==> config.mk <==
export PLATFORM = sky130hd
export DESIGN_NAME = mqtt_subscribe_validator
export DESIGN_NICKNAME = d
export VERILOG_FILES = /design/src/sv/msv_pkg.sv /design/src/sv/msv_in_reg.sv /design/src/sv/msv_core.sv /design/src/sv/msv_out_fifo.sv /design/src/sv/mqtt_subscribe_validator.sv
export SDC_FILE = /design/constraint.sdc
export NUM_CORES = 1
export LEC_CHECK = 0
export BUFFER_PORTS_ARGS = -buffer_cell sky130_fd_sc_hd__buf_2
export CORE_MARGIN = 4
export CORE_UTILIZATION = 62
export CTS_CLUSTER_DIAMETER = 40
export CTS_CLUSTER_SIZE = 10
export DETAILED_ROUTE_END_ITERATION = 7
export PLACE_DENSITY = 0.8
export SLEW_MARGIN = 0
export SYNTH_ARGS = -nofsm -noshare
export SYNTH_HDL_FRONTEND = slang
export SYNTH_HIERARCHICAL = 1
export SYNTH_SLANG_ARGS = --single-unit
export TNS_END_PERCENT = 50
==> constraint.sdc <==
create_clock -name clk -period 8.7 [get_ports clk]
set_input_delay 1.74 -clock clk [delete_from_list [all_inputs] [get_ports clk]]
set_output_delay 1.74 -clock clk [all_outputs]
set_load 0.03 [all_outputs]
==> src/sv/msv_pkg.sv <==
`timescale 1ns / 1ps

package msv_pkg;

  // Parse position inside the SUBSCRIBE body.
  typedef enum logic [5:0] {
    PH_ID_HI  = 6'b000001,
    PH_ID_LO  = 6'b000010,
    PH_LEN_HI = 6'b000100,
    PH_LEN_LO = 6'b001000,
    PH_FILTER = 6'b010000,
    PH_QOS    = 6'b100000
  } phase_t;

  localparam logic [3:0] ST_OK      = 4'd0;
  localparam logic [3:0] ST_FLAGS   = 4'd1;
  localparam logic [3:0] ST_SHORT   = 4'd2;
  localparam logic [3:0] ST_ZERO_ID = 4'd3;
  localparam logic [3:0] ST_NO_FILT = 4'd4;
  localparam logic [3:0] ST_TRUNC   = 4'd5;
  localparam logic [3:0] ST_EMPTY   = 4'd6;
  localparam logic [3:0] ST_NO_QOS  = 4'd7;
  localparam logic [3:0] ST_BAD_QOS = 4'd8;

  localparam logic [3:0] SUBSCRIBE_FLAGS = 4'h2;
  localparam logic [7:0] QOS_MAX         = 8'd2;

  localparam logic KIND_FILTER  = 1'b0;
  localparam logic KIND_VERDICT = 1'b1;

  localparam int FIFO_DEPTH = 4;
  localparam int FIFO_AW    = $clog2(FIFO_DEPTH);
  localparam int FIFO_CW    = $clog2(FIFO_DEPTH + 1);

  typedef struct packed {
    logic [7:0] data_byte;
    logic [3:0] header_flags;
    logic       first_byte;
    logic       last_byte;
    logic       has_data;
  } item_t;

  typedef struct packed {
    logic        result_kind;
    logic [3:0]  status;
    logic [15:0] packet_id;
    logic [15:0] filter_count;
    logic [15:0] filter_length;
    logic [1:0]  max_qos;
    logic        last_result;
  } res_t;

  typedef struct packed {
    logic a;
    logic b;
  } push_t;

endpackage

==> src/sv/msv_in_reg.sv <==
`timescale 1ns / 1ps

module msv_in_reg import msv_pkg::*; (
  input  logic  clk,
  input  logic  rst,
  input  logic  in_valid,
  output logic  in_ready,
  input  item_t in_item,
  input  logic  advance,
  output logic  item_valid,
  output item_t item
);

  assign in_ready = !item_valid || advance;

  always_ff @(posedge clk) begin
    if (rst) begin
      item_valid <= 1'b0;
    end else if (in_ready) begin
      item_valid <= in_valid;
    end
  end

  always_ff @(posedge clk) begin
    if (in_valid && in_ready) begin
      item <= in_item;
    end
  end

endmodule

==> src/sv/msv_core.sv <==
`timescale 1ns / 1ps

module msv_core import msv_pkg::*; (
  input  logic  clk,
  input  logic  rst,
  input  logic  advance,
  input  item_t item,
  output push_t push,
  output res_t  res_a,
  output res_t  res_b
);

  phase_t      phase, phase_next;
  logic [3:0]  error_code, error_code_next;
  logic [7:0]  id_high_byte, id_high_byte_next;
  logic [15:0] packet_ident, packet_ident_next;
  logic [15:0] bytes_left, bytes_left_next;
  logic [15:0] cur_len, cur_len_next;
  logic [15:0] filters_seen, filters_seen_next;

  phase_t      ph_w;
  logic [3:0]  err_w;
  logic [7:0]  idh_w;
  logic [15:0] pid_w;
  logic [15:0] left_w;
  logic [15:0] len_w;
  logic [15:0] cnt_w;
  logic        filter_done;
  logic [3:0]  verdict;
  res_t        res_f;
  res_t        res_v;

  always_comb begin
    ph_w        = phase;
    err_w       = error_code;
    idh_w       = id_high_byte;
    pid_w       = packet_ident;
    left_w      = bytes_left;
    len_w       = cur_len;
    cnt_w       = filters_seen;
    filter_done = 1'b0;

    // A first beat restarts the packet and drops whatever was in progress.
    if (item.first_byte) begin
      ph_w   = PH_ID_HI;
      err_w  = (item.header_flags != SUBSCRIBE_FLAGS) ? ST_FLAGS : ST_OK;
      idh_w  = 8'h00;
      pid_w  = 16'h0000;
      left_w = 16'h0000;
      len_w  = 16'h0000;
      cnt_w  = 16'h0000;
    end

    if (item.has_data && err_w == ST_OK) begin
      case (ph_w)
        PH_ID_HI: begin
          idh_w = item.data_byte;
          ph_w  = PH_ID_LO;
        end
        PH_ID_LO: begin
          pid_w = {idh_w, item.data_byte};
          if (pid_w == 16'h0000) begin
            err_w = ST_ZERO_ID;
          end
          ph_w = PH_LEN_HI;
        end
        PH_LEN_HI: begin
          len_w = {item.data_byte, 8'h00};
          ph_w  = PH_LEN_LO;
        end
        PH_LEN_LO: begin
          len_w = len_w | {8'h00, item.data_byte};
          if (len_w == 16'h0000) begin
            err_w = ST_EMPTY;
          end else begin
            left_w = len_w;
            ph_w   = PH_FILTER;
          end
        end
        PH_FILTER: begin
          left_w = left_w - 16'd1;
          if (left_w == 16'h0000) begin
            ph_w = PH_QOS;
          end
        end
        PH_QOS: begin
          if (item.data_byte > QOS_MAX) begin
            err_w = ST_BAD_QOS;
          end else begin
            if (cnt_w != 16'hFFFF) begin
              cnt_w = cnt_w + 16'd1;
            end
            filter_done = 1'b1;
            ph_w        = PH_LEN_HI;
          end
        end
        default: ph_w = PH_ID_HI;
      endcase
    end

    if (err_w != ST_OK) begin
      verdict = err_w;
    end else begin
      case (ph_w)
        PH_ID_HI, PH_ID_LO:  verdict = ST_SHORT;
        PH_LEN_HI:           verdict = (cnt_w == 16'h0000) ? ST_NO_FILT : ST_OK;
        PH_LEN_LO, PH_FILTER: verdict = ST_TRUNC;
        PH_QOS:              verdict = ST_NO_QOS;
        default:             verdict = ST_TRUNC;
      endcase
    end

    res_f = '{result_kind:   KIND_FILTER,
              status:        ST_OK,
              packet_id:     pid_w,
              filter_count:  cnt_w,
              filter_length: len_w,
              max_qos:       item.data_byte[1:0],
              last_result:   !item.last_byte};
    res_v = '{result_kind:   KIND_VERDICT,
              status:        verdict,
              packet_id:     pid_w,
              filter_count:  cnt_w,
              filter_length: 16'h0000,
              max_qos:       2'b00,
              last_result:   1'b1};

    // Filter report goes ahead of the verdict when both fall on one beat.
    push.a = advance && (filter_done || item.last_byte);
    push.b = advance && filter_done && item.last_byte;
    res_a  = filter_done ? res_f : res_v;
    res_b  = res_v;

    if (item.last_byte) begin
      phase_next        = PH_ID_HI;
      error_code_next   = ST_OK;
      id_high_byte_next = 8'h00;
      packet_ident_next = 16'h0000;
      bytes_left_next   = 16'h0000;
      cur_len_next      = 16'h0000;
      filters_seen_next = 16'h0000;
    end else begin
      phase_next        = ph_w;
      error_code_next   = err_w;
      id_high_byte_next = idh_w;
      packet_ident_next = pid_w;
      bytes_left_next   = left_w;
      cur_len_next      = len_w;
      filters_seen_next = cnt_w;
    end
  end

  always_ff @(posedge clk) begin
    if (rst) begin
      phase        <= PH_ID_HI;
      error_code   <= ST_OK;
      id_high_byte <= 8'h00;
      packet_ident <= 16'h0000;
      bytes_left   <= 16'h0000;
      cur_len      <= 16'h0000;
      filters_seen <= 16'h0000;
    end else if (advance) begin
      phase        <= phase_next;
      error_code   <= error_code_next;
      id_high_byte <= id_high_byte_next;
      packet_ident <= packet_ident_next;
      bytes_left   <= bytes_left_next;
      cur_len      <= cur_len_next;
      filters_seen <= filters_seen_next;
    end
  end

endmodule

==> src/sv/msv_out_fifo.sv <==
`timescale 1ns / 1ps

module msv_out_fifo import msv_pkg::*; (
  input  logic  clk,
  input  logic  rst,
  input  push_t push,
  input  res_t  res_a,
  input  res_t  res_b,
  output logic  room,
  output logic  out_valid,
  input  logic  out_ready,
  output res_t  head
);

  res_t               entries [FIFO_DEPTH];
  logic [FIFO_AW-1:0] wr_ptr, wr_ptr_next;
  logic [FIFO_AW-1:0] rd_ptr, rd_ptr_next;
  logic [FIFO_CW-1:0] count, count_next;
  logic               pop;

  // Two free slots are needed since one beat can raise two results.
  assign room      = count <= FIFO_CW'(FIFO_DEPTH - 2);
  assign out_valid = count != '0;
  assign pop       = out_valid && out_ready;
  assign head      = entries[rd_ptr];

  always_comb begin
    wr_ptr_next = wr_ptr + FIFO_AW'(push.a) + FIFO_AW'(push.b);
    rd_ptr_next = rd_ptr + FIFO_AW'(pop);
    count_next  = count + FIFO_CW'(push.a) + FIFO_CW'(push.b) - FIFO_CW'(pop);
  end

  always_ff @(posedge clk) begin
    if (rst) begin
      wr_ptr <= '0;
      rd_ptr <= '0;
      count  <= '0;
    end else begin
      wr_ptr <= wr_ptr_next;
      rd_ptr <= rd_ptr_next;
      count  <= count_next;
    end
  end

  always_ff @(posedge clk) begin
    if (push.a) begin
      entries[wr_ptr] <= res_a;
    end
    if (push.b) begin
      entries[wr_ptr + FIFO_AW'(1)] <= res_b;
    end
  end

endmodule

==> src/sv/mqtt_subscribe_validator.sv <==
`timescale 1ns / 1ps
// MQTT SUBSCRIBE body checker.
// Input channel (in_valid/in_ready): one beat per body byte after the fixed
// header. first_byte opens a packet and samples header_flags; last_byte
// closes it. has_data = 0 marks a beat with no byte (empty body).
// Output channel (out_valid/out_ready): a filter report (result_kind 0) for
// every topic filter with a legal QoS, and one verdict (result_kind 1) on
// the closing beat. last_result marks the final result caused by a beat.
// Each accepted beat waits in the input register, and its results are then
// written to the result queue, from which the receiver takes them.
// Throughput: one input beat per cycle while two queue slots are free;
// the output side moves one result per cycle; a beat closing a filter and
// the packet together raises two. The 4-entry result queue sets the slack.
// Reset clears the parse state and empties the queue; the block then
// expects the first byte of a packet.
// When the receiver stalls, results wait in the queue; once fewer than two
// slots are free the parse stage holds, the input register fills and
// in_ready drops.
module mqtt_subscribe_validator import msv_pkg::*; (
  input  logic        clk,
  input  logic        rst,
  input  logic        in_valid,
  output logic        in_ready,
  input  logic [7:0]  data_byte,
  input  logic [3:0]  header_flags,
  input  logic        first_byte,
  input  logic        last_byte,
  input  logic        has_data,
  output logic        out_valid,
  input  logic        out_ready,
  output logic        result_kind,
  output logic [3:0]  status,
  output logic [15:0] packet_id,
  output logic [15:0] filter_count,
  output logic [15:0] filter_length,
  output logic [1:0]  max_qos,
  output logic        last_result
);

  item_t in_item;
  item_t item;
  logic  item_valid;
  logic  room;
  logic  advance;
  push_t push;
  res_t  res_a;
  res_t  res_b;
  res_t  head;

  assign in_item = '{data_byte:    data_byte,
                     header_flags: header_flags,
                     first_byte:   first_byte,
                     last_byte:    last_byte,
                     has_data:     has_data};

  assign advance = item_valid && room;

  msv_in_reg u_in_reg (
    .clk        (clk),
    .rst        (rst),
    .in_valid   (in_valid),
    .in_ready   (in_ready),
    .in_item    (in_item),
    .advance    (advance),
    .item_valid (item_valid),
    .item       (item)
  );

  msv_core u_core (
    .clk     (clk),
    .rst     (rst),
    .advance (advance),
    .item    (item),
    .push    (push),
    .res_a   (res_a),
    .res_b   (res_b)
  );

  msv_out_fifo u_out_fifo (
    .clk       (clk),
    .rst       (rst),
    .push      (push),
    .res_a     (res_a),
    .res_b     (res_b),
    .room      (room),
    .out_valid (out_valid),
    .out_ready (out_ready),
    .head      (head)
  );

  assign result_kind   = head.result_kind;
  assign status        = head.status;
  assign packet_id     = head.packet_id;
  assign filter_count  = head.filter_count;
  assign filter_length = head.filter_length;
  assign max_qos       = head.max_qos;
  assign last_result   = head.last_result;

endmodule

# Word-level counts from Yosys, hierarchy flattened
# Memories as Yosys holds them, arrays and structs flattened. A register that Yosys moved wholly into a read port is not among the register bits.
# Cells that the tools add are included.
[classes]
add_sub_neg = 9
order_cmp = 2
eq_ne = 12
n_mux = 50
n_bitwise = 1
n_reduce_logical = 19
[op_table]
columns = ["op", "n"]
rows = [
  ["2-to-1 mux 16 bit", 17],
  ["logical NOT 16 bit", 4],
  ["one-hot mux 16 bit (2 select lines)", 2],
  ["2-to-1 mux 56 bit", 1],
  ["2-to-1 mux 6 bit", 6],
  ["one-hot mux 6 bit (6 select lines)", 1],
  ["2-to-1 mux 8 bit", 4],
  ["2-to-1 mux 4 bit", 7],
  ["one-hot mux 4 bit (3 select lines)", 2],
  ["adder 16 x 1 -> 16 bit (second input constant)", 1],
  ["inequality test 16 bit (second input constant)", 1],
  ["bitwise OR 16 x 8 -> 16 bit", 1],
  ["subtractor 16 x 1 -> 16 bit (second input constant)", 1],
  ["== test 6 x 1 -> 1 bit (second input constant)", 2],
  ["== test 6 x 2 -> 1 bit (second input constant)", 2],
  ["== test 6 x 3 -> 1 bit (second input constant)", 2],
  ["== test 6 bit (second input constant)", 2],
  ["greater-than comparator 8 x 2 -> 1 bit (second input constant)", 1],
  ["2-to-1 mux 1 bit", 8],
  ["logical AND 1 bit", 7],
  ["adder 2 x 1 -> 2 bit", 3],
  ["adder 3 x 1 -> 3 bit", 2],
  ["== test 6 x 4 -> 1 bit (second input constant)", 1],
  ["== test 6 x 5 -> 1 bit (second input constant)", 1],
  ["other kinds (12)", 14],
]
[word_totals]
register_bits = 105
mem_bits_rw = 224
input_bits = 19
elab_cells = 110
n_memories = 1
[mem_list]
columns = ["name", "words", "word_bits", "read_ports", "rd_clocked_by_memory_dff", "write_ports", "line", "text"]
rows = [
  ["u_out_fifo.entries", 4, 56, 1, 1, 2, "msv_out_fifo.sv:15", "res_t entries [FIFO_DEPTH];"],
]

# Longest topological paths before layout
# Gate-level depths: netlist (run 1).
[depth]
word_depth = 11
depth_mapped = 18
depth_no_buf = 13

# Hierarchy
# Netlist (run 1), hierarchy kept.
[modules_own_cells]
columns = ["module", "n_inst", "cells_per_inst", "area_per_inst_um2", "seq_area_each_um2"]
rows = [
  ["msv_out_fifo", 1, 583, 11335.9, 6866.6],
  ["msv_core", 1, 831, 6009.5, 1641.6],
  ["msv_in_reg", 1, 20, 505.5, 470.5],
  ["mqtt_subscribe_validator", 1, 1, 6.3, 0.0],
]

# Worst setup path before layout (run 1)
# OpenSTA, ideal clock, no wires.
[synth_timing]
path_kind = "reg-to-reg"
from = "register u_in_reg/item[3] (netlist name)"
to = "memory u_out_fifo/entries[0][0] (netlist bit) (enable)"
t_arrival_ns = 6.083
t_required_ns = 8.147
setup_slack_ns = 2.064
stages_incl_launch_ff = 9
n_path_buf = 1
period_less_slack_ns = 6.636
cell_sequence = "edfxtp_1 or4b_1 o22a_1 buf_6 nor3_4 nor2_1 nor2_1 inv_1 o31ai_1"
[synth_rtl]
columns = ["item", "line"]
rows = [
  ["end: declaration", "msv_out_fifo.sv:15"],
]

==> impl_metrics.py, run 1 <==
metrics = {
    "synth": {
        "ys_async_sr_fraction": 0,
        "synth_edf_count": 239,
        "synth_top_cell_area_share": 0.4019,
        "syn_avg_cell_area_um2": 12.44,
        "ys_top_cells_by_area": "edfxtp_1, dfxtp_1, mux2_2, mux4_2, nor2_1",
        "yosysUniqueCellTypes": 86,
        "synth_area_leader_cell": "edfxtp_1",
        "ys_ff_latch": 329,
        "netlist_area_um2": 17860,
        "ys.flop_type": "edfxtp_1",
        "seq_area_frac_synth": 0.5028,
        "syn-instance-count": 1435,
        "yosysWarnings": 6,
    },
    "detailed_routing": {
        "routedWlPerCell_um": 22.98,
        "drc_errors": 0,
        "vias": 11960,
        "viasPerCell": 6.421,
        "drt-total-wl_mm": 42.81,
        "dr.first_iter.drc_count": 1459,
        "ant_nets": 0,
        "firstDrtPassIters": 5,
    },
    "clock_tree": {
        "htreeDepth": 2,
        "cts-resized-gates": 0,
        "numCtsBuffers": 47,
        "cts_tree": "done",
        "post_cts_buffers": 0,
        "hold_buffers": 0,
        "cts_sinks": 329,
        "cts_buffer_depth": 3,
        "insertion_delay_ns": 0.55,
        "cts.root.buffer_cell": "clkbuf_16",
        "path_clk_slew_ns": 0.05,
    },
    "timing": {
        "fin_skew_ns": 0.02645,
        "fmax_mhz": 181.4,
        "fin_crit_sh": 0.6337,
        "drv_slew": 0,
        "slew_headroom": 0.2579,
        "fin_tns_setup_ns": 0,
        "worst-slew-pin-transition_ns": 1.113,
        "finalSetupViolCount": 0,
        "rsz0062_at_grt": "no",
        "fin_crit_ns": 5.513,
        "hold_viol_final": 0,
    },
    "hold_path": {
        "whs_endpoint": "u_in_reg/item_valid",
        "whs_path_depth": 2,
        "hold_class": "reg -> reg",
        "min_from": "u_in_reg/item_valid",
    },
    "global_routing": {
        "grt_remaining_overflow": 0,
        "grt_pass1_vias": 11780,
        "grt_pass1_wl_mm": 67.06,
        "grt_usage": 0.2717,
        "grt_max_degree": 91,
        "antenna_found_initial": 0,
    },
    "layout": {
        "finalNetCount": 1475,
        "finalNonFillerCells": 1863,
        "area_delta_synth_final_pct": 9.424,
        "layout-drive-gt1-share": 0.2943,
        "antenna_cells": 0,
    },
    "worst_setup_path": {
        "slowest_stage": "nand3b_4",
        "critical_path.max_fanout": 57,
        "rrSetupSlack_ns": 3.19,
        "reg2regPathDepth": 8,
        "critPathMaxStageDelay_ns": 0.89,
        "path_delay_family": "simple AND/OR/NAND/NOR gates",
        "worstPathCellList": "or4b_1 -> o22a_1 -> nor3_4 -> nand2_1 -> nor2_1 -> nand3b_4 -> o21ai_4 -> buf_4",
        "crit_buf_inv": 1,
        "critPathRequiredTime_ns": 8.86,
        "r2r-start": "u_in_reg/item[3]",
        "critPathArrivalTime_ns": 5.67,
        "path_class": "reg -> reg",
        "r2r-end": "u_out_fifo/entries[2][2]",
        "end_kind": "flop",
        "crit_path_start_kind": "flop",
    },
    "pwr": {
        "p_leak_uw": 0.007074,
        "p_seq_frac": 0.409,
        "swShare": 0.2855,
        "peakVddDrop_uv": 144.2,
        "p_clk_frac": 0.406,
        "p_int_uw": 3117,
        "switchingPower_uw": 1245,
        "p_comb_frac": 0.185,
        "power_density_nw_per_um2": 223.3,
    },
    "floorplanning": {
        "core_area_um2": 28090,
        "die_h_um": 177.7,
        "num_rows": 61,
        "die_x_um": 177.7,
        "io_pins": 77,
        "die_area_um2": 31580,
        "start_util": 0.6358,
    },
    "run": {
        "cap_viol_max_count": 0,
    },
    "placed_design": {
        "dp.cells": 1776,
        "routabilityCongestion": 0.9633,
        "portBuffers": 76,
        "dp_hpwl_mm": 26.15,
    },
    "run_status": {
        "status": "complete, no violations",
    },
}
registers in the layout (all words and copies together), names as in the netlist:
name,count
u_out_fifo/entries,224
u_in_reg/item,15
u_core/cur_len,16
u_core/id_high_byte,8
u_out_fifo/wr_ptr,2
u_core/error_code,4
u_core/filters_seen,16
u_out_fifo/count,3
u_core/bytes_left,16
u_core/phase,6
u_in_reg/item_valid,1
u_core/packet_ident,16
u_out_fifo/rd_ptr,2
logic make-up after synthesis:
kind of cell / count (synthesis) / share of synthesized area
compound gates: 236 / 0.08997
fa+ha+maj: 9 / 0.007567
flops: 329 / 0.5028
mux: 288 / 0.2227
other cells: 2 / 0.0004206
xor+xnor: 22 / 0.01079
buf+inv: 168 / 0.05619
simple gates: 381 / 0.1096
worst max-delay path by stage:
stage,from,end,slack (ns),cells after the start
CTS,u_in_reg/item[3],u_out_fifo/entries[2][19],3.24,8
global placement,u_in_reg/item[3],u_out_fifo/entries[2][17],3.32,8
finish,u_in_reg/item[3],u_out_fifo/entries[2][2],3.19,8
global route,u_in_reg/item[6],u_out_fifo/entries[2][24],2.97,8
detailed placement,u_in_reg/item[3],u_out_fifo/entries[2][2],3.24,8
floorplan,u_in_reg/item[3],u_out_fifo/entries[0][0],2.06,8
area by class of cell:
class	instances	area, um^2
Clock inverter	15	101.3
Clock buffer	72	1384
Timing Repair Buffer	96	530.5
Inverter	17	63.81
Fill cell	1974	8547
Tap cell	378	473.0
Multi-Input combinational cell	956	8004
Sequential cell	329	8984
power by group through the flow:
stage | clock network [uW] | logic [uW] | registers (uW)
2_1_floorplan | 0 | 632 | 1780
3_3_place_gp | 0 | 804 | 1810
3_5_place_dp | 0 | 808 | 1820
4_1_cts | 1790 | 813 | 1790
5_1_grt | 1870 | 855 | 1790
6_report | 1770 | 806 | 1780
cells in the mapped netlist (all sizes together) (9+ instances only):
cell	instances
nand2	70
edfxtp	239
xor2	9
dfxtp	90
a21oi	56
xnor2	13
nor2	151
nor2b	27
mux2	227
clkbuf	51
nor3b	11
buf	100
o31ai	10
nand3	13
nor4	22
o21ai	41
nor3	25
a22oi	67
inv	16
mux4	56
cell usage in the layout, fill, tap and decap left out, drive strengths merged, types with 6 or more instances in the layout:
master   netlist  layout
clkbuf        51      72
xnor2         13      13
nor4          22      22
nor2b         27      27
a22oi         67      67
nand4          8       8
edfxtp       239     239
nand3b         6       6
nor2         151     151
nor3          25      25
o21ai         41      41
nand2b         6       6
nand3         13      13
a2bb2oi        8       8
o21a           8       8
nor3b         11      11
mux4          56      56
inv           16      19
a21oi         56      56
conb           2      20
mux2         227     227
dfxtp         90      90
nand2         70      70
o31ai         10      10
ha             6       6
buf          100      96
xor2           9       9
clkinv         1       8
worst reg2reg max path, delay by kind of cell (launching register included):
| kind | cells | cell delay, ns |
|---|---|---|
| buffers and inverters | 1 | 0.66 |
| AND/OR/NAND/NOR | 5 | 3.05 |
| flip-flops | 1 | 0.35 |
| AO/OA/AOI/OAI | 2 | 1.04 |
metrics by stage:
stage	hold slack, ns	instance area (um^2)	utilization	worst slack [ns]	power [uW]
3_3_place_gp	0.4900	18050	0.6428	3.322	2616
5_1_grt	0.5206	19540	0.6957	2.974	4520
3_5_place_dp	0.4983	18050	0.6428	3.245	2624
6_report	0.5050	19540	0.6957	3.187	4362
2_1_floorplan	0.4611	17920	-	2.064	2408
4_1_cts	0.5086	19540	0.6957	3.239	4393
routing by layer:
metal,up-vias,wire (um),track usage
met5,-,0,0
met4,0,1409,0.08798
met3,96,3276,0.04857
met2,571,20840,0.4509
met1,5850,17290,0.3665
li1,5445,-,-
Note: power is estimated with default switching activity, not from simulation.
==> inputs of run 2 (changes only) <==
==> constraint.sdc (replaced) <==
create_clock -name clk -period 5.4 [get_ports clk]
set_input_delay 1.08 -clock clk [delete_from_list [all_inputs] [get_ports clk]]
set_output_delay 1.08 -clock clk [all_outputs]
set_load 0.03 [all_outputs]
==> run 2 against run 1 <==
Setup slack lost 2.1 ns. Sequential power up 61%. Combinational power up 61%. Flip-flop and latch count did not move. Non-clock buffer count is 12 higher. Design area rose by 0.35%. Clock-buffer cell count decreased by 4. Via count shrank 0.46%. Clock skew down 0.0092 ns. Core utilization increased by 0.24 points. Sequential share of layout area is 0.16 points lower. Power rose by 60%. Largest power group unchanged.
==> impl_metrics.py, run 2 (synthesis results as in run 1) <==
metrics = {
    "clock_tree": {
        "insertion_delay_ns": 0.53,
        "cts-resized-gates": 0,
        "post_cts_buffers": 0,
        "cts.root.buffer_cell": "clkbuf_16",
        "numCtsBuffers": 44,
        "cts_sinks": 329,
        "hold_buffers": 0,
        "cts_buffer_depth": 3,
        "cts_tree": "done",
        "path_clk_slew_ns": 0.05,
        "htreeDepth": 2,
    },
    "timing": {
        "fin_skew_ns": 0.01723,
        "fin_crit_sh": 0.7998,
        "hold_viol_final": 0,
        "worst-slew-pin-transition_ns": 1.016,
        "rsz0062_at_grt": "no",
        "fmax_mhz": 231.5,
        "fin_crit_ns": 4.319,
        "slew_headroom": 0.3153,
        "drv_slew": 0,
        "fin_ws_ns": 1.081,
        "finalSetupViolCount": 0,
    },
    "worst_setup_path": {
        "critical_path.max_fanout": 24,
        "path_delay_family": "simple AND/OR/NAND/NOR gates",
        "critPathMaxStageDelay_ns": 0.71,
        "crit_path_start_kind": "flop",
        "crit_buf_inv": 1,
        "critPathRequiredTime_ns": 5.67,
        "timing.critical_path.from": "u_in_reg/item[2]",
        "r2r-start": "u_in_reg/item[2]",
        "slowest_stage": "edfxtp_1",
        "reg2regPathDepth": 10,
        "cp-endpoint": "u_out_fifo/entries[1][53]",
        "path_class": "reg -> reg",
        "r2r-end": "u_out_fifo/entries[1][53]",
        "rrSetupSlack_ns": 1.08,
        "path_depth": 10,
        "end_kind": "flop",
        "worstPathCellList": "nor3_1 -> nand4b_1 -> nor3_4 -> inv_2 -> or4b_1 -> a21oi_2 -> nor3_1 -> nand4b_1 -> a21oi_1 -> mux2_1",
        "critPathArrivalTime_ns": 4.58,
    },
    "run_status": {
        "status": "complete, no violations",
    },
    "detailed_routing": {
        "routed.top_layer": "met4",
        "wl_met1_mm": 17.57,
        "viasPerCell": 6.371,
        "drc_errors": 0,
        "ant_nets": 0,
        "routedWlPerCell_um": 22.95,
        "route.met3.wl_mm": 3.079,
        "wl_met2_mm": 20.68,
        "drt-total-wl_mm": 42.89,
        "firstDrtPassIters": 6,
        "vias": 11910,
        "dr.first_iter.drc_count": 1228,
    },
    "global_routing": {
        "grt_usage": 0.2721,
        "grt_pass1_wl_mm": 67.16,
        "grt_max_degree": 91,
        "grt_remaining_overflow": 0,
        "grt_pass1_vias": 11820,
        "antenna_found_initial": 0,
    },
    "floorplanning": {
        "io_pins": 77,
        "die_x_um": 177.7,
        "start_util": 0.6358,
        "core_area_um2": 28090,
        "die_area_um2": 31580,
        "die_h_um": 177.7,
        "num_rows": 61,
    },
    "layout": {
        "regMostFlops": "u_out_fifo/entries",
        "nFillCells": 1913,
        "antenna_cells": 0,
        "final_cell_mix": "edfxtp_1, mux2_2, nor2_1",
        "finalNetCount": 1484,
        "mostFrequentLayoutCell": "edfxtp_1",
        "seq_area_um2": 8984,
        "finalNonFillerCells": 1869,
        "layout-drive-gt1-share": 0.2978,
        "multi_input_area_um2": 8004,
        "largest_reg_flops": 224,
        "area_delta_synth_final_pct": 9.809,
    },
    "pwr": {
        "peakVddDrop_uv": 272.6,
        "p_total_uw": 6988,
        "power_density_nw_per_um2": 356.4,
        "p_leak_uw": 0.007132,
    },
    "placed_design": {
        "routabilityCongestion": 0.9812,
        "dp_hpwl_mm": 27.00,
        "dp.cells": 1788,
        "pre_cts_ws_ns": 1.190,
        "portBuffers": 76,
    },
    "run": {
        "cap_viol_max_count": 0,
    },
    "hold_path": {
        "hold_class": "reg -> reg",
    },
}
run 2: cell type report:
cell class,instances,share of cell area
flip-flops and latches,329,0.4581
multi-input cells,956,0.4082
clock buffers,68,0.06381
repair buffers,108,0.03292
well taps,378,0.02412
clock inverters,13,0.009571
inverters,17,0.003254
run 2: power by group:
part	leakage [uW]	switching (uW)	internal [uW]
registers	0.00290	78.1	2780
clock network	0.000699	1040	1790
logic	0.00354	828	477
run 2: worst reg2reg max path: stages (launching register included):
cell	delay, ns
edfxtp_1	0.71
nor3_1	0.56
nand4b_1	0.27
nor3_4	0.51
inv_2	0.35
or4b_1	0.59
a21oi_2	0.36
nor3_1	0.13
nand4b_1	0.14
a21oi_1	0.12
mux2_1	0.32
run 2: how the worst min path moves through the flow:
stage / startpoint / to / slack [ns] / cells past startpoint
6_report: u_core/bytes_left[14] / u_core/bytes_left[14] / 0.51 / 2
5_1_grt: u_core/packet_ident[8] / u_core/packet_ident[8] / 0.55 / 2
4_1_cts: u_core/bytes_left[14] / u_core/bytes_left[14] / 0.51 / 2
3_5_place_dp: u_core/bytes_left[14] / u_core/bytes_left[14] / 0.50 / 2
3_3_place_gp: u_core/cur_len[3] / u_core/cur_len[3] / 0.49 / 2
2_1_floorplan: u_core/bytes_left[14] / u_core/bytes_left[14] / 0.46 / 2
run 2: metrics by stage:
stage	util	TNS (ns)	instance area, um^2	hold slack, ns
2_1_floorplan	-	-56.25	17930	0.4611
3_3_place_gp	0.6469	0	18170	0.4887
3_5_place_dp	0.6469	0	18170	0.5007
4_1_cts	0.6981	0	19610	0.5112
5_1_grt	0.6981	0	19610	0.5511
6_report	0.6981	0	19610	0.5100
run 2: per-layer routing:
layer / vias up / GRT usage
met3: 113 / 0.04452
met1: 5805 / 0.3733
met2: 524 / 0.4444
li1: 5465 / -
met4: 0 / 0.09507
met5: - / 0
==> inputs of run 3 (changes only) <==
--- a/config.mk
+++ b/config.mk
@@ -5,13 +5,14 @@
 export SDC_FILE = /design/constraint.sdc
 export NUM_CORES = 1
 export LEC_CHECK = 0
+export ABC_AREA = 1
 export BUFFER_PORTS_ARGS = -buffer_cell sky130_fd_sc_hd__buf_2
 export CORE_MARGIN = 4
-export CORE_UTILIZATION = 62
+export CORE_UTILIZATION = 63
 export CTS_CLUSTER_DIAMETER = 40
 export CTS_CLUSTER_SIZE = 10
 export DETAILED_ROUTE_END_ITERATION = 7
-export PLACE_DENSITY = 0.8
+export PLACE_DENSITY = 0.81
 export SLEW_MARGIN = 0
 export SYNTH_ARGS = -nofsm -noshare
 export SYNTH_HDL_FRONTEND = slang
==> constraint.sdc (replaced) <==
create_clock -name clk -period 4 [get_ports clk]
set_input_delay 0.8 -clock clk [delete_from_list [all_inputs] [get_ports clk]]
set_output_delay 0.8 -clock clk [all_outputs]
set_load 0.03 [all_outputs]
==> run 3 against run 2 <==
Non-clock buffer count grew 12. Combinational power is 100% higher. Global-route usage grew 3.4 points. Largest power group unchanged.
==> impl_metrics.py, run 3 <==
metrics = {
    "run_status": {
        "status": "complete, no violations",
    },
    "synth": {
        "yosysWarnings": 6,
        "yosys.area_share.simple": 0.3327,
        "synth_top_cell_area_share": 0.3579,
        "synth_top_family_by_area": "simple AND/OR/NAND/NOR gates",
        "synth_area_leader_cell": "edfxtp_1",
        "ys.flop_type": "edfxtp_1",
        "ys_async_sr_fraction": 0,
        "ys_ff_latch": 329,
        "synth_edf_count": 239,
        "seq_area_frac_synth": 0.4477,
        "ys_top_cells_by_area": "edfxtp_1, nand2_1, dfxtp_1, inv_1, nand3_1",
        "synthTopCellsByCount": "nand2_1, inv_1, edfxtp_1",
        "synth_compound_area_frac": 0.06844,
        "syn_avg_cell_area_um2": 7.242,
        "synth.area.mux_share": 0,
        "netlist_area_um2": 20050,
        "synth_xor_area_frac": 0.003494,
        "syn-instance-count": 2769,
        "yosysUniqueCellTypes": 46,
        "yosysMostFrequentCell": "nand2_1",
        "synthAdderAreaFrac": 0.006738,
    },
    "clock_tree": {
        "path_clk_slew_ns": 0.06,
        "cts_tree": "done",
        "cts.root.buffer_cell": "clkbuf_16",
        "cts_buffer_depth": 3,
        "htreeDepth": 2,
        "numCtsBuffers": 47,
        "insertion_delay_ns": 0.55,
        "cts_sinks": 329,
    },
    "timing": {
        "drv_slew": 0,
        "fmax_mhz": 268.3,
        "slew_headroom": 0.1435,
        "fin_tns_setup_ns": 0,
        "fin_skew_ns": 0.02355,
        "fin_crit_sh": 0.9319,
        "hold_slack_ns": 0.4327,
        "rsz0062_at_grt": "no",
        "fin_crit_ns": 3.728,
        "finalSetupViolCount": 0,
        "worst-slew-pin-transition_ns": 1.271,
        "hold_viol_final": 0,
    },
    "floorplanning": {
        "num_rows": 65,
        "core_area_um2": 31470,
        "io_pins": 77,
        "die_area_um2": 34750,
        "start_util": 0.6372,
        "die_x_um": 186.4,
        "die_h_um": 186.4,
    },
    "detailed_routing": {
        "drt-total-wl_mm": 54.71,
        "routedWlPerCell_um": 17.22,
        "drc_errors": 0,
        "ant_nets": 0,
        "wl_met2_mm": 25.54,
        "wl_met1_mm": 20.76,
        "vias": 18280,
        "viasPerCell": 5.755,
        "firstDrtPassIters": 6,
        "route.met3.wl_mm": 5.981,
        "dr.first_iter.drc_count": 1730,
        "routed.top_layer": "met4",
    },
    "placed_design": {
        "dp.cells": 3088,
        "portBuffers": 76,
        "routabilityCongestion": 0.9115,
        "dp_hpwl_mm": 32.61,
    },
    "hold_path": {
        "hold_class": "in -> reg",
    },
    "worst_setup_path": {
        "slowest_stage": "buf_4",
        "rrSetupSlack_ns": 0.27,
        "crit_path_start_kind": "flop",
        "path_delay_family": "buffers and inverters",
        "crit_buf_inv": 4,
        "crit_top_cell": "nand2_1",
        "end_kind": "flop",
        "worstPathCellList": "inv_4 -> nand2_1 -> nand2_1 -> nor2_1 -> nand2_2 -> inv_2 -> nand2_2 -> inv_1 -> nand2_1 -> nor2_4 -> nand3_4 -> buf_4 -> o21ai_0",
        "critPathRequiredTime_ns": 4.24,
        "critical_path.max_fanout": 112,
        "path_class": "reg -> reg",
        "critPathArrivalTime_ns": 3.96,
        "critPathMaxStageDelay_ns": 0.91,
    },
    "layout": {
        "mostFrequentLayoutCell": "nand2_1",
        "regMostFlops": "u_out_fifo/entries",
        "finalNonFillerCells": 3176,
        "antenna_cells": 0,
        "layout-drive-gt1-share": 0.09661,
        "final_cell_mix": "nand2_1, inv_1, edfxtp_1",
        "largest_reg_flops": 224,
        "area_delta_synth_final_pct": 7.537,
        "finalNetCount": 2763,
    },
    "global_routing": {
        "grt_max_degree": 113,
        "grt_pass1_wl_mm": 87.96,
        "antenna_found_initial": 0,
        "grt_usage": 0.3056,
        "grt_remaining_overflow": 0,
        "grt_pass1_vias": 17810,
    },
    "pwr": {
        "peakVddDrop_uv": 363.4,
        "p_leak_uw": 0.009915,
        "power_density_nw_per_um2": 477.7,
    },
    "run": {
        "cap_viol_max_count": 0,
    },
}
[run 3: changes by cell type in the layout (fill, tap and decap cells not counted), sizes merged, moves of 19 or more]
| cell | before | now |
|---|---|---|
| nand2 | 70 | 1052 |
| inv | 18 | 396 |
| mux2 | 227 | 0 |
| nand3 | 13 | 233 |
| nand4 | 8 | 130 |
| o21ai | 41 | 124 |
| a22oi | 67 | 3 |
| mux4 | 56 | 0 |
| a21oi | 56 | 104 |
| nor2 | 151 | 117 |
| nor2b | 27 | 0 |
| nor3 | 25 | 3 |
| nor4 | 22 | 3 |
[run 3: repair_timing]
item	in CTS	in global routing
gates resized for setup	0	2
hold buffers	0	0
endpoints found under the setup margin	0	1
hold endpoints to repair	0	0
buffers inserted	0	0
[run 3: path summary, 6_finish.rpt]
kind,start,end,cells after the start
setup / recovery,u_in_reg/item[2],u_out_fifo/entries[0][48],13
hold / removal,header_flags[1],u_in_reg/item[4],1
setup reg to reg,u_in_reg/item[2],u_out_fifo/entries[0][48],13
hold reg to reg,u_core/bytes_left[14],u_core/bytes_left[14],2
[run 3: report_power, final]
group / switching [uW] / internal [uW]
clock: 1500 / 2320
sequential: 73.2 / 3770
combinational: 2020 / 619
[run 3: cell type report]
cell class                 count  area [um^2]
sequential                   329         8986
clock buffer                  67         1292
multi-input combinational   1842         8373
clock inverter                21        161.4
fill                        2495         9908
tap                          402        503.0
timing repair buffer         120        764.5
inverter                     395         1485
[run 3: cells by family (layout without fill, tap and decap cells)]
kind of cell | Yosys count | count (layout)
adders and majority gates | 9 | 9
other | 2 | 20
buffers and inverters | 616 | 603
AOI/OAI and AO/OA | 257 | 257
and+or+nand+nor | 1548 | 1548
xor gates and xnor gates | 8 | 8
DFF | 329 | 329
[run 3: per-layer routing]
metal / global-route usage / vias up
li1: - / 8742
met1: 0.3924 / 8289
met2: 0.5089 / 1053
met3: 0.04976 / 194
met4: 0.1479 / 0
met5: 0 / -
[run 3: stage by stage]
| step | total power [uW] | setup slack (ns) | cell area (um^2) | util |
|---|---|---|---|---|
| global route | 10710 | 0.02686 | 21570 | 0.6852 |
| global placement | 6453 | 0.4847 | 20100 | 0.6386 |
| finish | 10300 | 0.2724 | 21570 | 0.6852 |
| CTS | 10290 | 0.3487 | 21550 | 0.6848 |
| floorplan | 5797 | 0.04612 | 20120 | - |
| detailed placement | 6506 | 0.3686 | 20100 | 0.6386 |
